### config.mk
export PLATFORM = sky130hd
export DESIGN_NAME = cluster_chain_table_engine_unit
export DESIGN_NICKNAME = d
export VERILOG_FILES = /design/src/hw/rtl/ccte_pkg.sv /design/src/hw/rtl/ccte_dpath.sv /design/src/hw/rtl/ccte_ctrl.sv /design/src/hw/rtl/cluster_chain_table_engine_unit.sv
export SDC_FILE = /design/constraint.sdc
export NUM_CORES = 2
export LEC_CHECK = 0
export BUFFER_PORTS_ARGS = -buffer_cell sky130_fd_sc_hd__buf_2
export CAP_MARGIN = 20
export CORE_MARGIN = 3
export CORE_UTILIZATION = 35
export CTS_BUF_LIST = sky130_fd_sc_hd__clkbuf_8
export DETAILED_ROUTE_END_ITERATION = 7
export SYNTH_ARGS = -nofsm -noshare
export SYNTH_HDL_FRONTEND = slang
export SYNTH_SLANG_ARGS = --single-unit
### constraint.sdc
create_clock -name i_clk -period 27.1 [get_ports i_clk]
set_input_delay 1.355 -clock i_clk [delete_from_list [all_inputs] [get_ports i_clk]]
set_output_delay 1.355 -clock i_clk [all_outputs]
set_load 0.005 [all_outputs]
### src/hw/rtl/ccte_pkg.sv
// Shared types and constants for the cluster chain table engine.
// Used by ccte_ctrl, ccte_dpath and cluster_chain_table_engine_unit; no dependencies.
`default_nettype none

package ccte_pkg;

    // Field widths of the transfer payloads.
    localparam int CW  = 7;
    localparam int OPW = 3;
    localparam int HW  = 8;
    localparam int STW = 2;

    // Largest table the link store can hold.
    localparam int MAX_CLUSTERS = 128;

    // Operation codes.
    localparam logic [OPW-1:0] OP_CLEAR  = 3'd0;
    localparam logic [OPW-1:0] OP_ALLOC  = 3'd1;
    localparam logic [OPW-1:0] OP_NEXT   = 3'd2;
    localparam logic [OPW-1:0] OP_HOP    = 3'd3;
    localparam logic [OPW-1:0] OP_FREE   = 3'd4;
    localparam logic [OPW-1:0] OP_UNLINK = 3'd5;
    localparam logic [OPW-1:0] OP_COUNT  = 3'd6;

    // Status codes.
    localparam logic [STW-1:0] ST_OK       = 2'd0;
    localparam logic [STW-1:0] ST_NO_FREE  = 2'd1;
    localparam logic [STW-1:0] ST_NOT_USED = 2'd2;

    typedef struct packed {
        logic [OPW-1:0] opcode;
        logic [CW-1:0]  cluster;
        logic [HW-1:0]  hops;
    } t_in_item;

    typedef struct packed {
        logic [CW-1:0]  result_cluster;
        logic [STW-1:0] status;
        logic [CW-1:0]  free_count;
    } t_out_item;

    // Datapath micro-operations, one per cycle.
    typedef enum logic [4:0] {
        DP_IDLE,
        DP_LOAD,
        DP_CLEAR,
        DP_RD_CUR,
        DP_SCAN_INIT,
        DP_SCAN,
        DP_STEP,
        DP_EXT_LINK,
        DP_EXT_SELF,
        DP_ALLOC_W,
        DP_FAIL_FULL,
        DP_FAIL_UNUSED,
        DP_RES_CUR,
        DP_FREE_STEP,
        DP_UL_LATCH,
        DP_UL_CLEAR,
        DP_OUT
    } t_dp_op;

    // What a table scan does with each entry it reads.
    typedef enum logic [1:0] {
        SCAN_FIND,
        SCAN_COUNT,
        SCAN_UNLINK
    } t_scan_mode;

    typedef struct packed {
        t_dp_op     op;
        t_scan_mode mode;
    } t_dp_cmd;

    typedef struct packed {
        logic [OPW-1:0] opcode;
        logic           hops_zero;
        logic           cur_in_range;
        logic           cur_zero;
        logic           rd_is_cur;
        logic           rd_is_zero;
        logic           scan_hit;
        logic           scan_done;
        logic           walk_done;
    } t_dp_stat;

endpackage

`default_nettype wire

### src/hw/rtl/ccte_dpath.sv
// Datapath of the cluster chain table engine: link memory, valid bits,
// scan pipeline, working registers and the result register. Uses ccte_pkg.
`default_nettype none

module ccte_dpath #(
    parameter int NUM_CLUSTERS = 128
) (
    input  wire                 i_clk,
    input  wire                 i_rst_n,
    input  ccte_pkg::t_dp_cmd   i_cmd,
    input  ccte_pkg::t_in_item  i_item,
    output ccte_pkg::t_dp_stat  o_stat,
    output ccte_pkg::t_out_item o_item
);

    localparam int TBL = (NUM_CLUSTERS < ccte_pkg::MAX_CLUSTERS) ?
                         NUM_CLUSTERS : ccte_pkg::MAX_CLUSTERS;
    localparam int AW  = $clog2(TBL);
    localparam int CW  = ccte_pkg::CW;
    localparam int HW  = ccte_pkg::HW;
    localparam logic [AW:0] TBL_END = (AW+1)'(TBL);

    // Link store and its valid bits; an entry that is not valid reads as free.
    logic [CW-1:0] r_mem [TBL];
    logic [TBL-1:0] r_vld;
    logic [CW-1:0] r_rdata;
    logic          r_rd_vld;
    logic          r_roor;

    // Working registers.
    logic [ccte_pkg::OPW-1:0] r_op;
    logic [CW-1:0]            r_cur;
    logic [CW-1:0]            r_nx;
    logic [AW-1:0]            r_free;
    logic [CW-1:0]            r_res;
    logic [ccte_pkg::STW-1:0] r_st;
    logic [CW-1:0]            r_cnt;
    logic [HW-1:0]            r_hops;
    logic [AW:0]              r_walk;
    logic [AW:0]              r_sidx;
    logic [AW-1:0]            r_pidx;
    logic                     r_pv;
    ccte_pkg::t_scan_mode     r_mode;
    ccte_pkg::t_out_item      r_out;

    logic          cur_in_range;
    logic [AW-1:0] cur_idx;
    logic [CW-1:0] rd_val;
    logic          rd_is_cur;
    logic          rd_is_zero;
    logic          scan_issue;
    logic          scan_hit;
    logic          ul_match;
    logic [AW-1:0] rd_idx;
    logic          wr_en;
    logic [AW-1:0] wr_idx;
    logic [CW-1:0] wr_data;

    // Read value and the compares the controller branches on.
    assign cur_in_range = ({1'b0, r_cur} < (CW+1)'(TBL));
    assign cur_idx      = r_cur[AW-1:0];
    assign rd_val       = (r_rd_vld && !r_roor) ? r_rdata : '0;
    assign rd_is_cur    = (rd_val == r_cur);
    assign rd_is_zero   = (rd_val == '0);
    assign scan_issue   = (i_cmd.op == ccte_pkg::DP_SCAN) && (r_sidx < TBL_END);
    assign scan_hit     = r_pv && rd_is_zero && (r_mode == ccte_pkg::SCAN_FIND);
    assign ul_match     = (i_cmd.op == ccte_pkg::DP_SCAN) && r_pv &&
                          (r_mode == ccte_pkg::SCAN_UNLINK) && (rd_val == r_cur);
    assign rd_idx       = (i_cmd.op == ccte_pkg::DP_SCAN) ? r_sidx[AW-1:0] : cur_idx;

    // Status toward the controller.
    always_comb begin
        o_stat.opcode       = r_op;
        o_stat.hops_zero    = (r_hops == '0);
        o_stat.cur_in_range = cur_in_range;
        o_stat.cur_zero     = (r_cur == '0);
        o_stat.rd_is_cur    = rd_is_cur;
        o_stat.rd_is_zero   = rd_is_zero;
        o_stat.scan_hit     = scan_hit;
        o_stat.scan_done    = (r_sidx == TBL_END) && !r_pv;
        o_stat.walk_done    = (r_walk == TBL_END);
    end

    // Write port selection.
    always_comb begin
        wr_en   = 1'b0;
        wr_idx  = cur_idx;
        wr_data = '0;
        unique case (i_cmd.op)
            ccte_pkg::DP_EXT_LINK: begin
                wr_en   = 1'b1;
                wr_data = CW'(r_free);
            end
            ccte_pkg::DP_EXT_SELF, ccte_pkg::DP_ALLOC_W: begin
                wr_en   = 1'b1;
                wr_idx  = r_free;
                wr_data = CW'(r_free);
            end
            ccte_pkg::DP_FREE_STEP, ccte_pkg::DP_UL_CLEAR: begin
                wr_en = cur_in_range;
            end
            ccte_pkg::DP_SCAN: begin
                // A predecessor of the unlinked cluster skips over it, or ends
                // its chain when the unlinked cluster was the last one.
                wr_en   = ul_match;
                wr_idx  = r_pidx;
                wr_data = (r_nx == r_cur) ? CW'(r_pidx) : r_nx;
            end
            default: begin
            end
        endcase
    end

    // Link memory with registered read.
    always_ff @(posedge i_clk) begin
        if (wr_en) begin
            r_mem[wr_idx] <= wr_data;
        end
        r_rdata <= r_mem[rd_idx];
    end

    // Valid bits; clearing the table drops them all at once.
    always_ff @(posedge i_clk) begin
        if (!i_rst_n) begin
            r_vld    <= '0;
            r_rd_vld <= 1'b0;
            r_roor   <= 1'b0;
        end else begin
            if (i_cmd.op == ccte_pkg::DP_CLEAR) begin
                r_vld <= '0;
            end else if (wr_en) begin
                r_vld[wr_idx] <= 1'b1;
            end
            r_rd_vld <= r_vld[rd_idx];
            r_roor   <= (i_cmd.op == ccte_pkg::DP_RD_CUR) && !cur_in_range;
        end
    end

    // Working registers, updated by the current micro-operation.
    always_ff @(posedge i_clk) begin
        unique case (i_cmd.op)
            ccte_pkg::DP_LOAD: begin
                r_op   <= i_item.opcode;
                r_cur  <= i_item.cluster;
                r_hops <= (i_item.opcode == ccte_pkg::OP_NEXT) ? HW'(1) : i_item.hops;
                r_res  <= '0;
                r_st   <= ccte_pkg::ST_OK;
                r_cnt  <= '0;
                r_walk <= '0;
            end
            ccte_pkg::DP_SCAN_INIT: begin
                r_mode <= i_cmd.mode;
                r_sidx <= (AW+1)'(1);
                r_pv   <= 1'b0;
            end
            ccte_pkg::DP_UL_LATCH: begin
                r_nx   <= rd_val;
                r_mode <= ccte_pkg::SCAN_UNLINK;
                r_sidx <= '0;
                r_pv   <= 1'b0;
            end
            ccte_pkg::DP_SCAN: begin
                if (scan_issue) begin
                    r_sidx <= r_sidx + (AW+1)'(1);
                end
                r_pv   <= scan_issue;
                r_pidx <= r_sidx[AW-1:0];
                if (scan_hit) begin
                    r_free <= r_pidx;
                end
                if (r_pv && rd_is_zero && (r_mode == ccte_pkg::SCAN_COUNT)) begin
                    r_cnt <= r_cnt + CW'(1);
                end
            end
            ccte_pkg::DP_STEP: begin
                r_cur  <= rd_val;
                r_hops <= r_hops - HW'(1);
            end
            ccte_pkg::DP_EXT_SELF: begin
                r_cur  <= CW'(r_free);
                r_hops <= r_hops - HW'(1);
            end
            ccte_pkg::DP_ALLOC_W: begin
                r_res <= CW'(r_free);
            end
            ccte_pkg::DP_FAIL_FULL: begin
                r_res <= '0;
                r_st  <= ccte_pkg::ST_NO_FREE;
            end
            ccte_pkg::DP_FAIL_UNUSED: begin
                r_res <= '0;
                r_st  <= ccte_pkg::ST_NOT_USED;
            end
            ccte_pkg::DP_RES_CUR: begin
                r_res <= r_cur;
            end
            ccte_pkg::DP_FREE_STEP: begin
                r_cur  <= rd_is_cur ? '0 : rd_val;
                r_walk <= r_walk + (AW+1)'(1);
            end
            ccte_pkg::DP_OUT: begin
                r_out.result_cluster <= r_res;
                r_out.status         <= r_st;
                r_out.free_count     <= r_cnt;
            end
            default: begin
            end
        endcase
    end

    assign o_item = r_out;

    // Clearing the table leaves no entry marked as written.
    a_clear_drops_valid: assert property (@(posedge i_clk) disable iff (!i_rst_n)
        (i_cmd.op == ccte_pkg::DP_CLEAR) |=> (r_vld == '0))
        else $error("valid bits survived a table clear");

    // An unlink scan never writes the entry it is reading in the same cycle.
    a_scan_no_rw_clash: assert property (@(posedge i_clk) disable iff (!i_rst_n)
        ((i_cmd.op == ccte_pkg::DP_SCAN) && wr_en) |-> (wr_idx != rd_idx))
        else $error("scan write hit the entry being read");

    // The reserved cluster is never handed out.
    a_no_reserved_alloc: assert property (@(posedge i_clk) disable iff (!i_rst_n)
        ((i_cmd.op == ccte_pkg::DP_ALLOC_W) || (i_cmd.op == ccte_pkg::DP_EXT_SELF))
        |-> (r_free != '0))
        else $error("cluster zero allocated");

endmodule

`default_nettype wire

### src/hw/rtl/ccte_ctrl.sv
// Controller of the cluster chain table engine: sequences the datapath for
// each operation and owns both channel handshakes. Uses ccte_pkg.
`default_nettype none

module ccte_ctrl (
    input  wire                i_clk,
    input  wire                i_rst_n,
    input  wire                i_in_valid,
    output logic               o_in_stall,
    output logic               o_out_valid,
    input  wire                i_out_stall,
    input  ccte_pkg::t_dp_stat i_stat,
    output ccte_pkg::t_dp_cmd  o_cmd
);

    typedef enum logic [3:0] {
        S_IDLE,
        S_DISPATCH,
        S_AL_SCAN,
        S_AL_WRITE,
        S_STEP_CHK,
        S_STEP_RD,
        S_EXT_SCAN,
        S_EXT_LINK,
        S_EXT_SELF,
        S_FW_CHK,
        S_FW_RD,
        S_UL_RD,
        S_UL_SCAN,
        S_CNT_SCAN,
        S_FIN
    } t_state;

    t_state r_state;
    t_state n_state;
    logic   r_out_valid;
    logic   in_xfer;
    logic   out_free;

    assign o_in_stall  = (r_state != S_IDLE);
    assign o_out_valid = r_out_valid;
    assign in_xfer     = i_in_valid && !o_in_stall;
    assign out_free    = !r_out_valid || !i_out_stall;

    // Next state and the micro-operation for this cycle.
    always_comb begin
        n_state    = r_state;
        o_cmd.op   = ccte_pkg::DP_IDLE;
        o_cmd.mode = ccte_pkg::SCAN_FIND;
        unique case (r_state)
            S_IDLE: begin
                if (in_xfer) begin
                    o_cmd.op = ccte_pkg::DP_LOAD;
                    n_state  = S_DISPATCH;
                end
            end
            S_DISPATCH: begin
                unique case (i_stat.opcode)
                    ccte_pkg::OP_CLEAR: begin
                        o_cmd.op = ccte_pkg::DP_CLEAR;
                        n_state  = S_FIN;
                    end
                    ccte_pkg::OP_ALLOC: begin
                        o_cmd.op = ccte_pkg::DP_SCAN_INIT;
                        n_state  = S_AL_SCAN;
                    end
                    ccte_pkg::OP_NEXT, ccte_pkg::OP_HOP: begin
                        n_state = S_STEP_CHK;
                    end
                    ccte_pkg::OP_FREE: begin
                        n_state = S_FW_CHK;
                    end
                    ccte_pkg::OP_UNLINK: begin
                        o_cmd.op = ccte_pkg::DP_RD_CUR;
                        n_state  = S_UL_RD;
                    end
                    ccte_pkg::OP_COUNT: begin
                        o_cmd.op   = ccte_pkg::DP_SCAN_INIT;
                        o_cmd.mode = ccte_pkg::SCAN_COUNT;
                        n_state    = S_CNT_SCAN;
                    end
                    default: begin
                        n_state = S_FIN;
                    end
                endcase
            end
            S_AL_SCAN: begin
                if (i_stat.scan_done) begin
                    o_cmd.op = ccte_pkg::DP_FAIL_FULL;
                    n_state  = S_FIN;
                end else begin
                    o_cmd.op = ccte_pkg::DP_SCAN;
                    if (i_stat.scan_hit) begin
                        n_state = S_AL_WRITE;
                    end
                end
            end
            S_AL_WRITE: begin
                o_cmd.op = ccte_pkg::DP_ALLOC_W;
                n_state  = S_FIN;
            end
            S_STEP_CHK: begin
                priority if (i_stat.hops_zero) begin
                    o_cmd.op = ccte_pkg::DP_RES_CUR;
                    n_state  = S_FIN;
                end else if (!i_stat.cur_in_range) begin
                    o_cmd.op = ccte_pkg::DP_FAIL_UNUSED;
                    n_state  = S_FIN;
                end else begin
                    o_cmd.op = ccte_pkg::DP_RD_CUR;
                    n_state  = S_STEP_RD;
                end
            end
            S_STEP_RD: begin
                // A self link ends the chain, so the chain is extended.
                priority if (i_stat.rd_is_cur) begin
                    o_cmd.op = ccte_pkg::DP_SCAN_INIT;
                    n_state  = S_EXT_SCAN;
                end else if (i_stat.rd_is_zero) begin
                    o_cmd.op = ccte_pkg::DP_FAIL_UNUSED;
                    n_state  = S_FIN;
                end else begin
                    o_cmd.op = ccte_pkg::DP_STEP;
                    n_state  = S_STEP_CHK;
                end
            end
            S_EXT_SCAN: begin
                if (i_stat.scan_done) begin
                    o_cmd.op = ccte_pkg::DP_FAIL_FULL;
                    n_state  = S_FIN;
                end else begin
                    o_cmd.op = ccte_pkg::DP_SCAN;
                    if (i_stat.scan_hit) begin
                        n_state = S_EXT_LINK;
                    end
                end
            end
            S_EXT_LINK: begin
                o_cmd.op = ccte_pkg::DP_EXT_LINK;
                n_state  = S_EXT_SELF;
            end
            S_EXT_SELF: begin
                o_cmd.op = ccte_pkg::DP_EXT_SELF;
                n_state  = S_STEP_CHK;
            end
            S_FW_CHK: begin
                if (i_stat.cur_zero || i_stat.walk_done) begin
                    n_state = S_FIN;
                end else begin
                    o_cmd.op = ccte_pkg::DP_RD_CUR;
                    n_state  = S_FW_RD;
                end
            end
            S_FW_RD: begin
                o_cmd.op = ccte_pkg::DP_FREE_STEP;
                n_state  = S_FW_CHK;
            end
            S_UL_RD: begin
                if (i_stat.rd_is_zero) begin
                    o_cmd.op = ccte_pkg::DP_FAIL_UNUSED;
                    n_state  = S_FIN;
                end else begin
                    o_cmd.op = ccte_pkg::DP_UL_LATCH;
                    n_state  = S_UL_SCAN;
                end
            end
            S_UL_SCAN: begin
                if (i_stat.scan_done) begin
                    o_cmd.op = ccte_pkg::DP_UL_CLEAR;
                    n_state  = S_FIN;
                end else begin
                    o_cmd.op   = ccte_pkg::DP_SCAN;
                    o_cmd.mode = ccte_pkg::SCAN_UNLINK;
                end
            end
            S_CNT_SCAN: begin
                if (i_stat.scan_done) begin
                    n_state = S_FIN;
                end else begin
                    o_cmd.op   = ccte_pkg::DP_SCAN;
                    o_cmd.mode = ccte_pkg::SCAN_COUNT;
                end
            end
            S_FIN: begin
                if (out_free) begin
                    o_cmd.op = ccte_pkg::DP_OUT;
                    n_state  = S_IDLE;
                end
            end
            default: begin
                n_state = S_IDLE;
            end
        endcase
    end

    // State and output valid.
    always_ff @(posedge i_clk) begin
        if (!i_rst_n) begin
            r_state     <= S_IDLE;
            r_out_valid <= 1'b0;
        end else begin
            r_state <= n_state;
            if (o_cmd.op == ccte_pkg::DP_OUT) begin
                r_out_valid <= 1'b1;
            end else if (!i_out_stall) begin
                r_out_valid <= 1'b0;
            end
        end
    end

    // An accepted item always goes to opcode dispatch.
    a_accept_dispatch: assert property (@(posedge i_clk) disable iff (!i_rst_n)
        in_xfer |=> (r_state == S_DISPATCH))
        else $error("accepted item did not reach dispatch");

    // Loading a result frees the input side and shows the result.
    a_out_load: assert property (@(posedge i_clk) disable iff (!i_rst_n)
        (o_cmd.op == ccte_pkg::DP_OUT) |=> (r_out_valid && (r_state == S_IDLE)))
        else $error("result load did not complete");

    // A waiting result is never overwritten.
    a_no_overwrite: assert property (@(posedge i_clk) disable iff (!i_rst_n)
        (o_cmd.op == ccte_pkg::DP_OUT) |-> !(r_out_valid && i_out_stall))
        else $error("stalled result overwritten");

endmodule

`default_nettype wire

### src/hw/rtl/cluster_chain_table_engine_unit.sv
// Top level of the cluster chain table engine: a link table of next-cluster
// entries with clear, allocate, walk, free, unlink and count. Uses ccte_pkg,
// ccte_ctrl and ccte_dpath.
//
// Channel  Direction  Handshake                    Payload
// in       input      i_in_valid / o_in_stall      i_in_item  (opcode, cluster, hops)
// out      output     o_out_valid / i_out_stall    o_out_item (result_cluster, status,
//                                                             free_count)
//
// One item at a time; T = min(NUM_CLUSTERS, 128) table entries, one memory read per cycle.
// Allocate and count scan the table, one entry scanned a cycle.
// Next/hop read each link followed; a self link at a chain's end is extended by a table scan.
// Free chain reads and clears each freed link; unlink scans the table for predecessors.
// Reset empties the table at once through per-entry valid bits, no clearing pass.
// A result waits in the output register under stall while the next item is taken.
`default_nettype none

module cluster_chain_table_engine_unit #(
    parameter int NUM_CLUSTERS = 128
) (
    input  wire                 i_clk,
    input  wire                 i_rst_n,
    input  wire                 i_in_valid,
    output logic                o_in_stall,
    input  ccte_pkg::t_in_item  i_in_item,
    output logic                o_out_valid,
    input  wire                 i_out_stall,
    output ccte_pkg::t_out_item o_out_item
);

    ccte_pkg::t_dp_cmd  cmd;
    ccte_pkg::t_dp_stat stat;

    // Sequencer.
    ccte_ctrl u_ctrl (
        .i_clk       (i_clk),
        .i_rst_n     (i_rst_n),
        .i_in_valid  (i_in_valid),
        .o_in_stall  (o_in_stall),
        .o_out_valid (o_out_valid),
        .i_out_stall (i_out_stall),
        .i_stat      (stat),
        .o_cmd       (cmd)
    );

    // Table storage and working registers.
    ccte_dpath #(
        .NUM_CLUSTERS (NUM_CLUSTERS)
    ) u_dpath (
        .i_clk   (i_clk),
        .i_rst_n (i_rst_n),
        .i_cmd   (cmd),
        .i_item  (i_in_item),
        .o_stat  (stat),
        .o_item  (o_out_item)
    );

endmodule

`default_nettype wire

== Word-level counts from Yosys, hierarchy flattened ==
Memories as Yosys holds them, arrays and structs flattened. A register that Yosys moved wholly into a read port is not among the register bits.
Cells that the tools add are included.
Operators by class
  add/sub/neg operators: 4
  magnitude comparators: 4
  reductions and logical operators: 47
  bitwise logic cells: 2
  eq/ne operators: 50
  multiplexer cells: 56
Operators with widths (count)
  bitwise OR 128 bit: 1
  case mux 5 bit (14 select lines): 1
  two-way mux 4 bit: 14
  case mux 4 bit (14 select lines): 1
  case mux 7 bit (2 select lines): 3
  equality test 5 x 4 -> 1 bit, second input constant: 8
  two-way mux 7 bit: 5
  case mux 8 bit (2 select lines): 2
  equality test 4 bit, second input constant: 7
  case mux 7 bit (4 select lines): 1
  case mux 8 bit (3 select lines): 1
  case mux 7 bit (3 select lines): 1
  equality test 5 x 3 -> 1 bit, second input constant: 4
  case mux 4 bit (5 select lines): 1
  adder 8 x 1 -> 8 bit, second input constant: 2
  equality test 4 x 3 -> 1 bit, second input constant: 4
  equality test 8 bit, second input constant: 2
  < comparator 7 x 8 -> 1 bit, second input constant: 2
  two-way mux 8 bit: 2
  OR reduction 2 bit: 8
  two-way mux 5 bit: 3
  equality test 7 bit: 2
  zero test 7 bit: 2
  case mux 2 bit (3 select lines): 2
  40 further kinds: 84
Word-level totals
  bits in registers: 224
  output and inout port bits: 18
  logic and storage cells: 184
  memories kept: 1
  bits in writable memories: 896
Memory list
  u_dpath.r_mem: depth 128, width 7, read ports 1, clocked after Yosys merged registers in 1, write ports 1, RTL line ccte_dpath.sv:24  | logic [CW-1:0] r_mem [TBL];

== Longest topological paths before layout ==
  depth after elaboration: 13
  gate-level depth with buffers: 22
  gate-level depth less buffers: 16

== Cells and area by module ==
A second synthesis with hierarchy kept.
Second synthesis, totals
  cell total of the unflattened synthesis: 3759
  area total of the unflattened synthesis: 46329.4 sq um
By module, submodules not included
  ccte_dpath: sequential area each 32331.0 sq um, cells an instance 3631, times used 1, area an instance 45523.7 sq um
  ccte_ctrl: sequential area each 100.1 sq um, cells an instance 128, times used 1, area an instance 805.8 sq um

== Worst setup path before layout ==
OpenSTA, ideal clock, no wires.
  path kind: input-to-reg
  start point: in i_in_valid
  end point: mem u_dpath.r_mem[0][0] (data pin)
  cell stages on the path: 9
  setup time: 1.197 ns
  path buffers: 2
  slack: 18.371 ns
  arrival time: 7.532 ns
  path through: nor3b_1 > o21ai_0 > o221ai_1 > or4bb_1 > o22a_4 > nand2_8 > clkbuf_1 > clkbuf_1 > o21ai_0
Between the ends
  cells in the longest elaborated chain, start to end: 6
  elaborated cells on any way between the ends: 9
  those cells by class: eq/ne (4); mux (3); reduce/logical (2)
Ends and longest elaborated chain
  start: declaration: RTL line cluster_chain_table_engine_unit.sv:23  | input wire i_in_valid,
  logical AND 1 bit (*): RTL line ccte_ctrl.sv:42  | assign in_xfer = i_in_valid && !o_in_stall;
  two-way mux 1 bit (*): RTL line ccte_ctrl.sv:52  | if (in_xfer) begin
  case mux 5 bit (14 select lines) (*): RTL line ccte_ctrl.sv:50  | unique case (r_state)
  equality test 5 x 3 -> 1 bit / equality test 5 x 4 -> 1 bit (equally long branches): RTL line ccte_dpath.sv:89  | unique case (i_cmd.op)
  OR reduction 3 bit (no line)
  case mux 7 bit (2 select lines) (*): RTL line ccte_dpath.sv:89
  via u_dpath.wr_data[0]: RTL line ccte_dpath.sv:57  | logic [CW-1:0] wr_data;
  end: declaration: RTL line ccte_dpath.sv:24
The timed path passes the listed nets; every way through them passes the cells marked *.

== Worst setup path after layout ==
  start point: reg u_dpath.r_cur[2] (netlist: u_dpath.cur_idx[2])
  end point: reg u_dpath.r_rdata[3] (read register of u_dpath.r_mem)
Between the ends
  cells in the longest elaborated chain, start to end: 6
  elaborated cells on any way between the ends: 8
  those cells by class: eq/ne (2); mux (4); reduce/logical (2)
Ends and longest elaborated chain
  start: declaration: RTL line ccte_dpath.sv:32  | logic [CW-1:0] r_cur;
  start signal: assignment: RTL line ccte_dpath.sv:144  | r_cur <= i_item.cluster;
  start signal: assignment: RTL line ccte_dpath.sv:176  | r_cur <= rd_val;
  start signal: assignment: RTL line ccte_dpath.sv:180  | r_cur <= CW'(r_free);
  zero test 7 bit: RTL line ccte_dpath.sv:76  | o_stat.cur_zero = (r_cur == '0);
  logical OR 1 bit: RTL line ccte_ctrl.sv:147  | if (i_stat.cur_zero || i_stat.walk_done) begin
  two-way mux 2 bit: RTL line ccte_ctrl.sv:147
  case mux 5 bit (14 select lines): RTL line ccte_ctrl.sv:50
  equality test 5 x 3 -> 1 bit: RTL line ccte_dpath.sv:69  | assign rd_idx = (i_cmd.op == ccte_pkg::DP_SCAN) ? r_sidx[AW-1:0] : cur_idx;
  two-way mux 7 bit (*): RTL line ccte_dpath.sv:69
  end: declaration: RTL line ccte_dpath.sv:26  | logic [CW-1:0] r_rdata;
Mark *: on every way between the ends. The rest lies on a longest branch, timed or not.
A chain may end at the register's enable or synchronous reset.

==> impl_metrics.json <==
{
  "p_leak_uw": 0.01810,
  "cp_cell_sequence": "nor3_1 > nand3_1 > a41o_1 > or4bb_1 > o22a_4 > nand2_8 > inv_6 > a21boi_4 > buf_4 > buf_4 > buf_4 > mux2i_1 > o22ai_1 > a311oi_1 > nor3_1 > o22ai_1 > a21oi_1",
  "grt_use_total_pct": 19.35,
  "viasPerCell": 5.516,
  "cap_violations": 0,
  "cts_root_buf": "clkbuf_8",
  "num_vias": 30810,
  "skew_ns": 0.03687,
  "clock_latency_ns": 0.86,
  "grt_pass1_wl_um": 198900,
  "cp-start-kind": "flop",
  "drc_errors": 0,
  "nFillCells": 12300,
  "crit_arrival_ns": 8.07,
  "max_stage_delay_ns": 0.84,
  "synth.largest_area_cell": "edfxtp_1",
  "gp_congestion": 0.8801,
  "critPathMostFrequentCell": "buf_4",
  "avgSynthCellArea_um2": 12.82,
  "finalMaxSlewViolations": 0,
  "finalSetupTns_ns": 0,
  "design_area_mm2": 0.05210,
  "yosys_most_used_dff": "edfxtp_1",
  "slew-limit-headroom_pct": 22.20,
  "drive_gt1_share_pct": 10.98,
  "post_cts_buffers": 0,
  "cts_buffers": 182,
  "clkTransAtPathRegs_ns": 0.07,
  "fmax_mhz": 136.3,
  "routed_wl_um": 134600,
  "wire_per_inst_um": 24.09,
  "yosysUniqueCellTypes": 86,
  "cts_max_level": 4,
  "die_w_um": 369.8,
  "cts_buffer_depth": 3,
  "die_height_um": 369.8,
  "ys_warn_count": 0,
  "placedCellCount": 5241,
  "grt-ovfl-total": 0,
  "peakVddDrop_v": 0.0001018,
  "synthTopCellsByArea": "edfxtp_1, dfxtp_1, nand2_1",
  "syn-num-nets": 3640,
  "die-area_mm2": 0.1367,
  "finalPower_uw": 6028,
  "stdcell_count": 5585,
  "antenna_found_initial": 3,
  "end_kind": "flop",
  "yosysSeqAreaShare_pct": 70.02,
  "synthesis.instances": 3612,
  "ioPinCount": 40,
  "p_per_area_mw_per_mm2": 115.7,
  "grt_pass1_vias": 29790,
  "port_buffers": 39,
  "core_area_mm2": 0.1305,
  "finalCritPeriodShare_pct": 27.08,
  "final_nets": 3713,
  "cts_hold_buf": 0,
  "initial_utilization_pct": 35.50,
  "crit_fanout": 67,
  "cts_sinks": 1127,
  "hold_class": "flop to flop",
  "cts-resized-gates": 0,
  "fin_util_pct": 39.93,
  "worst-setup-path-type": "flop to flop",
  "post-route-min-period_ns": 7.339,
  "cts_tree": "built",
  "yosysTopAreaCellShare_pct": 63.92,
  "cp_slowest_cell": "buf_4",
  "row_count": 132,
  "worstMarginPinSlew_ns": 1.160,
  "postPlaceCellArea_mm2": 0.04840,
  "areaGrowthSynthToFinish_pct": 12.49,
  "cp.required_ns": 27.83,
  "status": "completed",
  "rsz0062_at_grt": "false",
  "hpwl_um": 80620,
  "async_flop_share_pct": 0,
  "ys_ff_latch": 1127,
  "synth_area_mm2": 0.04632,
  "drtAntennaViolNets": 0,
  "grt_max_degree": 152,
  "dr.pass1.iters": 6,
  "first_iter_violations": 3349,
  "finalHoldViolCount": 0,
  "synth_edf_count": 986,
  "finalSetupViolCount": 0
}
==> sequential cells by signal (all words and copies together), names as in the netlist, 3 cells and up <==
register and flops:
u_dpath.r_mem 896, u_dpath.r_vld 128, u_dpath.o_item 16, u_dpath.r_hops 8, u_dpath.r_sidx 8, u_dpath.r_walk 8, u_dpath.cur_idx 7, u_dpath.r_cnt 7
u_dpath.r_free 7, u_dpath.r_nx 7, u_dpath.r_pidx 7, u_dpath.r_rdata 7, u_dpath.r_res 7, u_ctrl.r_state 4, u_dpath.r_op 3
==> path summary, 6_finish.rpt <==
check	from	end	slack, ns	depth (start not counted)
worst max-delay path	u_dpath.cur_idx[2]	u_dpath.r_rdata[3]	19.76	17
worst min-delay path	u_dpath.r_res[2]	u_dpath.o_item[11]	0.41	0
worst max register to register	u_dpath.cur_idx[2]	u_dpath.r_rdata[3]	19.76	17
worst min register to register	u_dpath.r_res[2]	u_dpath.o_item[11]	0.41	0
==> power breakdown <==
part	total (µW)	internal [µW]	leakage, µW	switching [µW]
clock network	1460	773	0.00216	685
logic	2360	633	0.00569	1730
registers	2210	2110	0.0102	95.8
==> cells in the mapped netlist, drive strengths merged (12+ instances only) <==
| library cell | number |
|---|---|
| edfxtp | 986 |
| nand2 | 729 |
| nand3 | 297 |
| nor2 | 237 |
| mux2i | 204 |
| dfxtp | 141 |
| buf | 133 |
| o21a | 130 |
| a21oi | 87 |
| clkbuf | 83 |
| o21ai | 58 |
| nand4 | 50 |
| a31oi | 42 |
| o22ai | 38 |
| nor3 | 36 |
| o221ai | 34 |
| inv | 20 |
| a311oi | 18 |
| nor2b | 18 |
| xnor2 | 17 |
| xor2 | 16 |
| and3 | 15 |
| a32oi | 14 |
| and2 | 14 |
| a211oi | 13 |
| nor4 | 13 |
| mux2 | 12 |
==> metrics by stage <==
step                hold WS [ns]  setup slack [ns]
floorplan                 0.4003             18.37
global placement          0.4055             19.92
detailed placement        0.4045             19.87
CTS                       0.4044             19.99
global route              0.4254             19.49
finish                    0.4096             19.76
==> logic make-up (layout without fill, tap and decap cells) <==
| logic type | count (synthesis) | count (layout) | share of synthesized area [%] |
|---|---|---|---|
| xor+xnor | 33 | 33 | 0.6240 |
| compound gates | 538 | 538 | 8.223 |
| flops | 1127 | 1127 | 70.02 |
| fa+ha+maj | 6 | 6 | 0.1621 |
| simple gates | 1454 | 1454 | 13.75 |
| other cells | 0 | 1 | 0 |
| buf+inv | 236 | 466 | 2.426 |
| mux | 218 | 218 | 4.798 |
==> layout by cell type, fill, tap and decap left out, types with 17 or more instances in the layout <==
cell,Yosys,routed
a21oi_1,87,86
nand4_1,50,50
a311oi_1,18,18
o21ai_0,56,49
nor2b_1,18,18
inv_1,19,91
nand2_1,728,723
dfxtp_1,141,141
nand3_1,297,297
edfxtp_1,986,986
clkinv_2,0,17
buf_4,20,60
nor3_1,35,35
clkbuf_8,0,222
o22ai_1,38,38
o221ai_1,33,33
xnor2_1,17,17
o21a_1,130,130
a31oi_1,42,40
buf_2,96,40
nor2_1,236,235
mux2i_1,204,198
==> cell type report <==
| class | count | area, µm² | share of cell area (%) |
|---|---|---|---|
| Sequential cell | 1127 | 32430 | 62.24 |
| Multi-Input combinational cell | 2249 | 12990 | 24.92 |
| Clock buffer | 222 | 3055 | 5.864 |
| Tap cell | 1742 | 2180 | 4.183 |
| Timing Repair Buffer | 105 | 738.2 | 1.417 |
| Clock inverter | 119 | 629.4 | 1.208 |
| Inverter | 20 | 80.08 | 0.1537 |
| Antenna cell | 1 | 2.502 | 0.004803 |
==> per-layer routing <==
metal / share of wire, % / GRT usage, % / wire (µm) / vias up
met5: 0.0089 / 0 / 12 / -
li1: - / - / - / 13650
met1: 42 / 26.24 / 55980 / 15400
met3: 8.4 / 3.853 / 11360 / 309
met2: 46 / 30.46 / 62080 / 1439
met4: 3.8 / 7.833 / 5128 / 2
==> worst max-delay path, delay by kind of cell (launching register included) <==
family                 cells  cell delay [ns]
and+or+nand+nor            5             1.90
buffers and inverters      4             2.46
muxes                      1             0.27
AOI/OAI and AO/OA          7             1.75
DFF                        1             0.69
Power figures use the tool's default switching activity.
